<file path="config.mk">
export PLATFORM = sky130hd
export DESIGN_NAME = rpnse_muldiv
export DESIGN_NICKNAME = d
export VERILOG_FILES = /design/src/rpnse_pkg.sv /design/src/rpnse_muldiv.sv
export SDC_FILE = /design/constraint.sdc
export NUM_CORES = 2
export LEC_CHECK = 0
export CAP_MARGIN = 20
export CORE_UTILIZATION = 65
export DETAILED_ROUTE_END_ITERATION = 12
export DONT_BUFFER_PORTS = 1
export PLACE_DENSITY_LB_ADDON = 0.05
export REMOVE_ABC_BUFFERS = 1
export SLEW_MARGIN = 0
export SYNTH_ARGS = -nofsm -noshare
export SYNTH_HDL_FRONTEND = slang
export SYNTH_SLANG_ARGS = --single-unit
</file>
<file path="constraint.sdc">
create_clock -name clock -period 9.9 [get_ports clock]
set_input_delay 1.485 -clock clock [delete_from_list [all_inputs] [get_ports clock]]
set_output_delay 1.485 -clock clock [all_outputs]
set_load 0.02 [all_outputs]
</file>
<file path="src/rpnse_pkg.sv">
// Shared types and constants of the RPN stack arithmetic engine.
package rpnse_pkg;

   // Stack geometry.
   localparam int STACK_DEPTH = 64;
   localparam int SP_W        = $clog2(STACK_DEPTH + 1);
   localparam int ADDR_W      = $clog2(STACK_DEPTH);

   // Command actions.
   localparam logic [1:0] ACT_PUSH    = 2'd0;
   localparam logic [1:0] ACT_OPERATE = 2'd1;
   localparam logic [1:0] ACT_DROP    = 2'd2;
   localparam logic [1:0] ACT_CLEAR   = 2'd3;

   // Operation codes.
   localparam logic [1:0] OP_ADD = 2'd0;
   localparam logic [1:0] OP_SUB = 2'd1;
   localparam logic [1:0] OP_MUL = 2'd2;
   localparam logic [1:0] OP_DIV = 2'd3;

   // Status codes.
   localparam logic [2:0] ST_OK    = 3'd0;
   localparam logic [2:0] ST_DIVZ  = 3'd1;
   localparam logic [2:0] ST_EMPTY = 3'd2;
   localparam logic [2:0] ST_FULL  = 3'd3;
   localparam logic [2:0] ST_SAT   = 3'd4;

   // Saturation limits of the signed 64-bit word.
   localparam logic [63:0] VAL_MAX = 64'h7FFF_FFFF_FFFF_FFFF;
   localparam logic [63:0] VAL_MIN = 64'h8000_0000_0000_0000;

   // One command transaction.
   typedef struct packed {
      logic [1:0]        action;
      logic signed [63:0] value;
      logic [1:0]        op_code;
      logic [6:0]        repeat_count;
   } req_type;

   // One result transaction.
   typedef struct packed {
      logic signed [63:0] top_value;
      logic [6:0]        stack_count;
      logic [2:0]        status;
   } rsp_type;

   // Result of the multiply/divide unit.
   typedef struct packed {
      logic        done;
      logic        sat;
      logic [63:0] value;
   } md_res_type;

endpackage

</file>
<file path="src/rpnse_muldiv.sv">
// Multi-cycle fixed-point multiply and restoring divide unit with saturation.
module rpnse_muldiv import rpnse_pkg::*; #(
   parameter int FRAC_BITS = 32
) (
   input  logic        clock,
   input  logic        reset,
   input  logic        start,
   input  logic        is_div,
   input  logic [63:0] y,
   input  logic [63:0] x,
   output md_res_type  res
);

   logic         busy_ff, div_ff, neg_ff, pv_ff;
   logic [7:0]   cnt_ff;
   logic [63:0]  a_ff, b_ff, pp_ff;
   logic [1:0]   pidx_ff;
   logic [127:0] num_ff, acc_ff;
   logic [64:0]  rem_ff;
   logic         done_ff, rsat_ff;
   logic [63:0]  rval_ff;

   logic [63:0]  mag_y, mag_x;
   logic [31:0]  a_half, b_half;
   logic [63:0]  pp_w;
   logic [127:0] pp_shift;
   logic [64:0]  rem_sh;
   logic         ge;
   logic         finish;
   logic [127:0] fin_mag;
   logic [64:0]  fin_sat;

   // Apply the sign to a 128-bit magnitude and saturate; bit 64 flags saturation.
   function automatic logic [64:0] sat_mag(input logic neg, input logic [127:0] m);
      logic [64:0] r;
      if (!neg) begin
         if (|m[127:63]) r = {1'b1, VAL_MAX};
         else            r = {1'b0, m[63:0]};
      end else begin
         if ((|m[127:64]) || (m[63] && (|m[62:0]))) r = {1'b1, VAL_MIN};
         else                                       r = {1'b0, 64'd0 - m[63:0]};
      end
      return r;
   endfunction

   // Operand magnitudes.
   assign mag_y = y[63] ? (64'd0 - y) : y;
   assign mag_x = x[63] ? (64'd0 - x) : x;

   // One 32x32 partial product per cycle.
   assign a_half = cnt_ff[1] ? a_ff[63:32] : a_ff[31:0];
   assign b_half = cnt_ff[0] ? b_ff[63:32] : b_ff[31:0];
   assign pp_w   = a_half * b_half;

   always_comb begin
      unique case (pidx_ff)
         2'd0:    pp_shift = {64'd0, pp_ff};
         2'd1,
         2'd2:    pp_shift = {32'd0, pp_ff, 32'd0};
         default: pp_shift = {pp_ff, 64'd0};
      endcase
   end

   // One quotient bit per cycle.
   assign rem_sh = {rem_ff[63:0], num_ff[127]};
   assign ge     = rem_sh >= {1'b0, b_ff};

   // Final scaling and saturation.
   assign finish  = busy_ff && (div_ff ? (cnt_ff == 8'd128) : (cnt_ff == 8'd5));
   assign fin_mag = div_ff ? acc_ff : (acc_ff >> FRAC_BITS);
   assign fin_sat = sat_mag(neg_ff, fin_mag);

   // Control state.
   always_ff @(posedge clock) begin
      if (reset) begin
         busy_ff <= 1'b0;
         done_ff <= 1'b0;
      end else begin
         done_ff <= finish;
         if (start)       busy_ff <= 1'b1;
         else if (finish) busy_ff <= 1'b0;
      end
   end

   // Datapath.
   always_ff @(posedge clock) begin
      if (start) begin
         div_ff <= is_div;
         neg_ff <= y[63] ^ x[63];
         a_ff   <= mag_y;
         b_ff   <= mag_x;
         num_ff <= {64'd0, mag_y} << FRAC_BITS;
         rem_ff <= '0;
         acc_ff <= '0;
         cnt_ff <= '0;
         pv_ff  <= 1'b0;
      end else if (busy_ff) begin
         cnt_ff <= cnt_ff + 8'd1;
         if (div_ff) begin
            if (cnt_ff != 8'd128) begin
               rem_ff <= ge ? (rem_sh - {1'b0, b_ff}) : rem_sh;
               acc_ff <= {acc_ff[126:0], ge};
               num_ff <= {num_ff[126:0], 1'b0};
            end
         end else begin
            pv_ff   <= cnt_ff < 8'd4;
            pp_ff   <= pp_w;
            pidx_ff <= cnt_ff[1:0];
            if (pv_ff) acc_ff <= acc_ff + pp_shift;
         end
      end
      if (finish) begin
         rsat_ff <= fin_sat[64];
         rval_ff <= fin_sat[63:0];
      end
   end

   assign res = {done_ff, rsat_ff, rval_ff};

endmodule

</file>
# After elaboration in Yosys (flattened, before gate mapping)
# Cells that the tools add are included.
[classes]
n_mux = 20
bitwise = 3
eq_ne = 6
multipliers = 1
n_lt_le_gt_ge = 2
n_reduce_logical = 18
addsub = 6
[op_table]
columns = ["op", "n"]
rows = [
  ["2-to-1 mux 128 bit", 4],
  ["2-to-1 mux 96 bit", 4],
  ["case mux 128 bit (2 select lines)", 1],
  ["2-to-1 mux 65 bit", 3],
  ["subtractor 1 x 64 -> 64 bit, first input constant", 3],
  ["adder 128 bit", 1],
  ["2-to-1 mux 64 bit", 2],
  ["greater-or-equal comparator 65 x 64 -> 1 bit", 1],
  ["OR reduction 65 bit", 1],
  ["multiplier 32 x 32 -> 64 bit", 1],
  ["2-to-1 mux 32 bit", 2],
  ["OR reduction 64 bit", 1],
  ["subtractor 64 bit", 1],
  ["2-to-1 mux 63 bit", 1],
  ["OR reduction 63 bit", 1],
  ["AND reduction 3 bit", 4],
  ["nonzero test 2 bit", 5],
  ["adder 8 x 1 -> 8 bit, second input constant", 1],
  ["== test 8 x 3 -> 1 bit, second input constant", 1],
  ["== test 8 bit, second input constant", 1],
  ["< comparator 8 x 3 -> 1 bit, second input constant", 1],
  ["!= test 8 bit, second input constant", 1],
  ["2-to-1 mux 1 bit", 3],
  ["== test 2 x 1 -> 1 bit, second input constant", 1],
  ["other kinds (9)", 11],
]
[totals]
reg_bits = 560
elab_cells = 73
output_inout_bits = 66
inputBits = 132

# Longest topological paths before layout
[depth]
ltp_word = 6
ltp_mapped = 37
ltp_nobuf = 33

# Least setup slack after synthesis
# OpenSTA, ideal clock, no wires.
[synth_path]
kind = "register to register"
from = "register cnt_ff[1]"
to = "register pp_ff[63] (data pin)"
setup_ps = 264
t_arrival_ps = 8752
slack_ps = 884
path_stages_with_launch = 34
period_less_slack_ps = 9016
path_buffers = 5
t_required_ps = 9636
cell_sequence = "dfxtp_1 clkbuf_1 buf_1 buf_1 mux2i_1 clkbuf_1 nor2_1 fa_1 inv_1 fa_1 inv_1 fa_1 inv_1 fa_1 inv_1 fa_1 fa_1 fa_1 fa_1 ha_1 clkbuf_1 a21oi_1 o21ai_0 a21o_1 a221o_1 a21oi_1 nor2_1 a211o_1 o31ai_1 a31oi_1 nand2_1 o21bai_1 a221oi_1 xnor2_1"
[synth_via]
elab_chain_cells = 2
[synth_lines]
columns = ["item", "line_no", "text"]
rows = [
  ["start, declared", "rpnse_muldiv.sv:15", "logic [7:0] cnt_ff;"],
  ["start signal, assigned", "rpnse_muldiv.sv:98", "cnt_ff <= cnt_ff + 8'd1;"],
  ["2-to-1 mux 32 bit", "rpnse_muldiv.sv:51", "assign a_half = cnt_ff[1] ? a_ff[63:32] : a_ff[31:0];"],
  ["multiplier 32 x 32 -> 64 bit", "rpnse_muldiv.sv:53", "assign pp_w = a_half * b_half;"],
  ["via pp_w[63]", "rpnse_muldiv.sv:25", "logic [63:0] pp_w;"],
  ["end signal, assigned", "rpnse_muldiv.sv:107", "pp_ff <= pp_w;"],
  ["end, declared", "rpnse_muldiv.sv:16", "logic [63:0] a_ff, b_ff, pp_ff;"],
]
# The timed path passes the listed nets, and every way through them passes these cells.
# A chain may end at the register's enable or synchronous reset.

# Worst setup path in the final report
[layout_path]
from = "register cnt_ff[0]"
to = "register pp_ff[63] (data pin)"
[layout_via]
elab_chain_cells = 2
[layout_lines]
columns = ["item", "line_no", "text"]
rows = [
  ["2-to-1 mux 32 bit", "rpnse_muldiv.sv:52", "assign b_half = cnt_ff[0] ? b_ff[63:32] : b_ff[31:0];"],
  ["multiplier 32 x 32 -> 64 bit", "rpnse_muldiv.sv:53", ""],
  ["via pp_w[63]", "rpnse_muldiv.sv:25", ""],
]
# The timed path passes the listed nets, and every way through them passes these cells.

==> out/metrics.yaml <==
layout:
  mostFrequentLayoutCell: "nor2_1"
  final_cell_mix: "1136 x nor2_1, 1032 x inv_1, 989 x nand2_1, 898 x fa_1, 519 x a21oi_1"
  area_growth_pct: 5.890
  fill_cells: 8647
  drive_above_1_share: 0.05503
  nNetsFinal: 9780
  regArea_mm2: 0.01447
  fin_cells: 9760
  multi_input_area_mm2: 0.05183
  fin_util: 0.6961
hold_path:
  min_to: "num_ff[99]"
  hold_depth: 2
  min_from: "num_ff[98]"
  worstHoldPathType: "flop to flop"
placed_design:
  dp.cells: 9633
  place.gp.congestion: 1.068
  dpl_worst_slack_ns: 0.4049
  numPortBuffers: 0
  hpwl_um: 198300
setup_path:
  worst-r2r-cell-count: 31
  r2r_end: "pp_ff[63]"
  critical_path.top_delay_family: "adder cells"
  ff2ff_setup_slack_ns: 0.21
  crit_arrival_ns: 10.09
  cp_max_fo: 30
  cp_slowest_cell: "a21boi_1"
  startpoint_type: "flop"
  crit_path_end_kind: "flop"
  cp.required_ns: 10.30
  cpPeakStageDelay_ns: 0.80
  r2r-start: "cnt_ff[0]"
  cpMostUsedCell: "fa_1"
  critical_path_buf_inv_count: 6
  worstSetupPathType: "flop to flop"
run_status:
  status: "finished clean"
drt:
  wl_um: 254300
  vias: 63651
  drc: 0
  wl_per_cell_um: 26.05
  routed_via_density: 6.522
  drt_first_pass_iters: 7
  first_iter_violations: 7349
  ant_nets: 0
sta:
  clock_skew_ns: 0.03756
  rsz0062_at_grt: "false"
  slew_violations: 0
  final_hold_viol_count: 0
  max_freq_ghz: 0.1032
  relSlewSlack: 0.2431
  setup_viol_count_final: 0
  min_period_ns: 9.686
  setup_ws_ns: 0.2140
  whs_ns: 0.4494
  fin_crit_sh: 0.9784
  worst_pin_slew_ns: 1.125
floorplanning:
  initial_utilization: 0.6574
  io_pins: 198
  dieArea_mm2: 0.1116
  die_y_um: 334.0
  std_cell_rows: 121
  die_w_um: 334.0
  coreArea_mm2: 0.1090
clocking:
  cts.htree.levels: 3
  ctsResizeCount: 0
  cts_root_buf: "clkbuf_16"
  ctsHoldBuffers: 0
  post-cts-setup-buffer-count: 0
  cts_buffers: 67
  cts_max_path_buffers: 3
  clk_pin_slew_worst_paths_ns: 0.06
  cts_tree: "built"
  clk_latency_ns: 0.68
  cts_num_sinks: 560
global_route:
  grt_pass1_vias: 63611
  grt_max_degree: 398
  antenna_found_initial: 10
  grt_overflow: 0
  grtUsageTotal: 0.4554
  grt_pass1_wl_um: 380900
synthesis:
  synth_simple_gate_area_frac: 0.1662
  yosys_most_used_dff: "edfxtp_1"
  synthXorXnorAreaFrac: 0.04388
  synth_cells: 8486
  synth.area.mux_share: 0.02244
  yosys_register_bits: 560
  synth_compound_area_frac: 0.1554
  async_reset_ff_frac: 0
  synth_adder_area_share: 0.3314
  synth_top_area_share: 0.2509
  postSynthAreaPerCell_um2: 8.444
  ys_types: 77
  yosys_warnings: 0
  synth_area_leader_cell: "fa_1"
  synth.yosys.seq_area_share: 0.2018
  synth_top_family_by_area: "adder cells"
  synth_edf_count: 325
  yosys-top-cells-area: "fa_1 25%, edfxtp_1 14%, ha_1 8.0%"
  synth_area_mm2: 0.07166
job:
  maxCapViolations: 0
[worst reg2reg max path: cells and delay by family, from the launching register on]
family,cells,cell delay (ns)
DFF,1,0.43
and+or+nand+nor,4,0.60
AOI/OAI and AO/OA,11,3.33
xor gates and xnor gates,1,0.10
buffers and inverters,6,0.66
adders and majority gates,9,4.29
[worst max path at each step]
stage / from / to / slack (ns) / cells past startpoint
3_3_place_gp: cnt_ff[0] / pp_ff[63] / 0.69 / 29
2_1_floorplan: div_ff / rsat_ff / -4.00 / 4
6_report: cnt_ff[0] / pp_ff[63] / 0.21 / 31
4_1_cts: cnt_ff[0] / pp_ff[63] / 0.36 / 31
3_5_place_dp: cnt_ff[0] / pp_ff[63] / 0.40 / 31
5_1_grt: cnt_ff[0] / pp_ff[62] / 0.02 / 31
[stage by stage]
| stage | area [um^2] | TNS [ns] |
|---|---|---|
| floorplan | 69900 | -459.71 |
| CTS | 75850 | 0 |
| finish | 75880 | 0 |
| global route | 75870 | 0 |
| global placement | 73590 | 0 |
| detailed placement | 73590 | 0 |
[final cells by class]
cell class	count	area share
clock buffers	87	0.02432
multi-input cells	6425	0.6831
inverters	1037	0.05130
well taps	1414	0.02332
repair buffers	198	0.02163
flip-flops and latches	560	0.1907
clock inverters	34	0.005409
diodes	5	0.0001649
[synth_stat cells, drive strengths merged, types with 68 or more instances]
cell type and number:
or3 68, edfxtp 325, a21o 175, nand3 77, and2 98, ha 461
o21ai 501, xor2 100, inv 1035, nor2 1138, dfxtp 235, nor3 90
fa 898, xnor2 259, nand4 96, nand2 990, a21oi 519, mux2i 101
clkbuf 434
[registers in the layout, indices dropped and copies added (netlist names)]
| signal | flops |
|---|---|
| acc_ff | 128 |
| num_ff | 96 |
| a_ff | 64 |
| b_ff | 64 |
| pp_ff | 64 |
| rem_ff | 64 |
| rval_ff | 64 |
| cnt_ff | 8 |
| pidx_ff | 2 |
| busy_ff | 1 |
| div_ff | 1 |
| done_ff | 1 |
| neg_ff | 1 |
| pv_ff | 1 |
| rsat_ff | 1 |
[cells by family (layout without fill, tap and decap cells)]
kind of cell / after synthesis / in the layout
fa+ha+maj: 1359 / 1359
buf+inv: 1501 / 1356
mux: 154 / 154
flops: 560 / 560
xor+xnor: 359 / 359
compound gates: 1784 / 1784
other cells: 0 / 5
simple gates: 2769 / 2769
[metal layers]
layer,track usage,routed length [um],vias up,share of wire
met5,0.001303,22,-,0.000087
met4,0.3614,24360,4,0.096
met3,0.1229,29000,1128,0.11
met2,0.7022,111300,4179,0.44
met1,0.5390,89610,30542,0.35
li1,-,-,27798,-
Power is not shown: default switching activity piles up to over one toggle a cycle in this logic, so the estimate is an artifact.
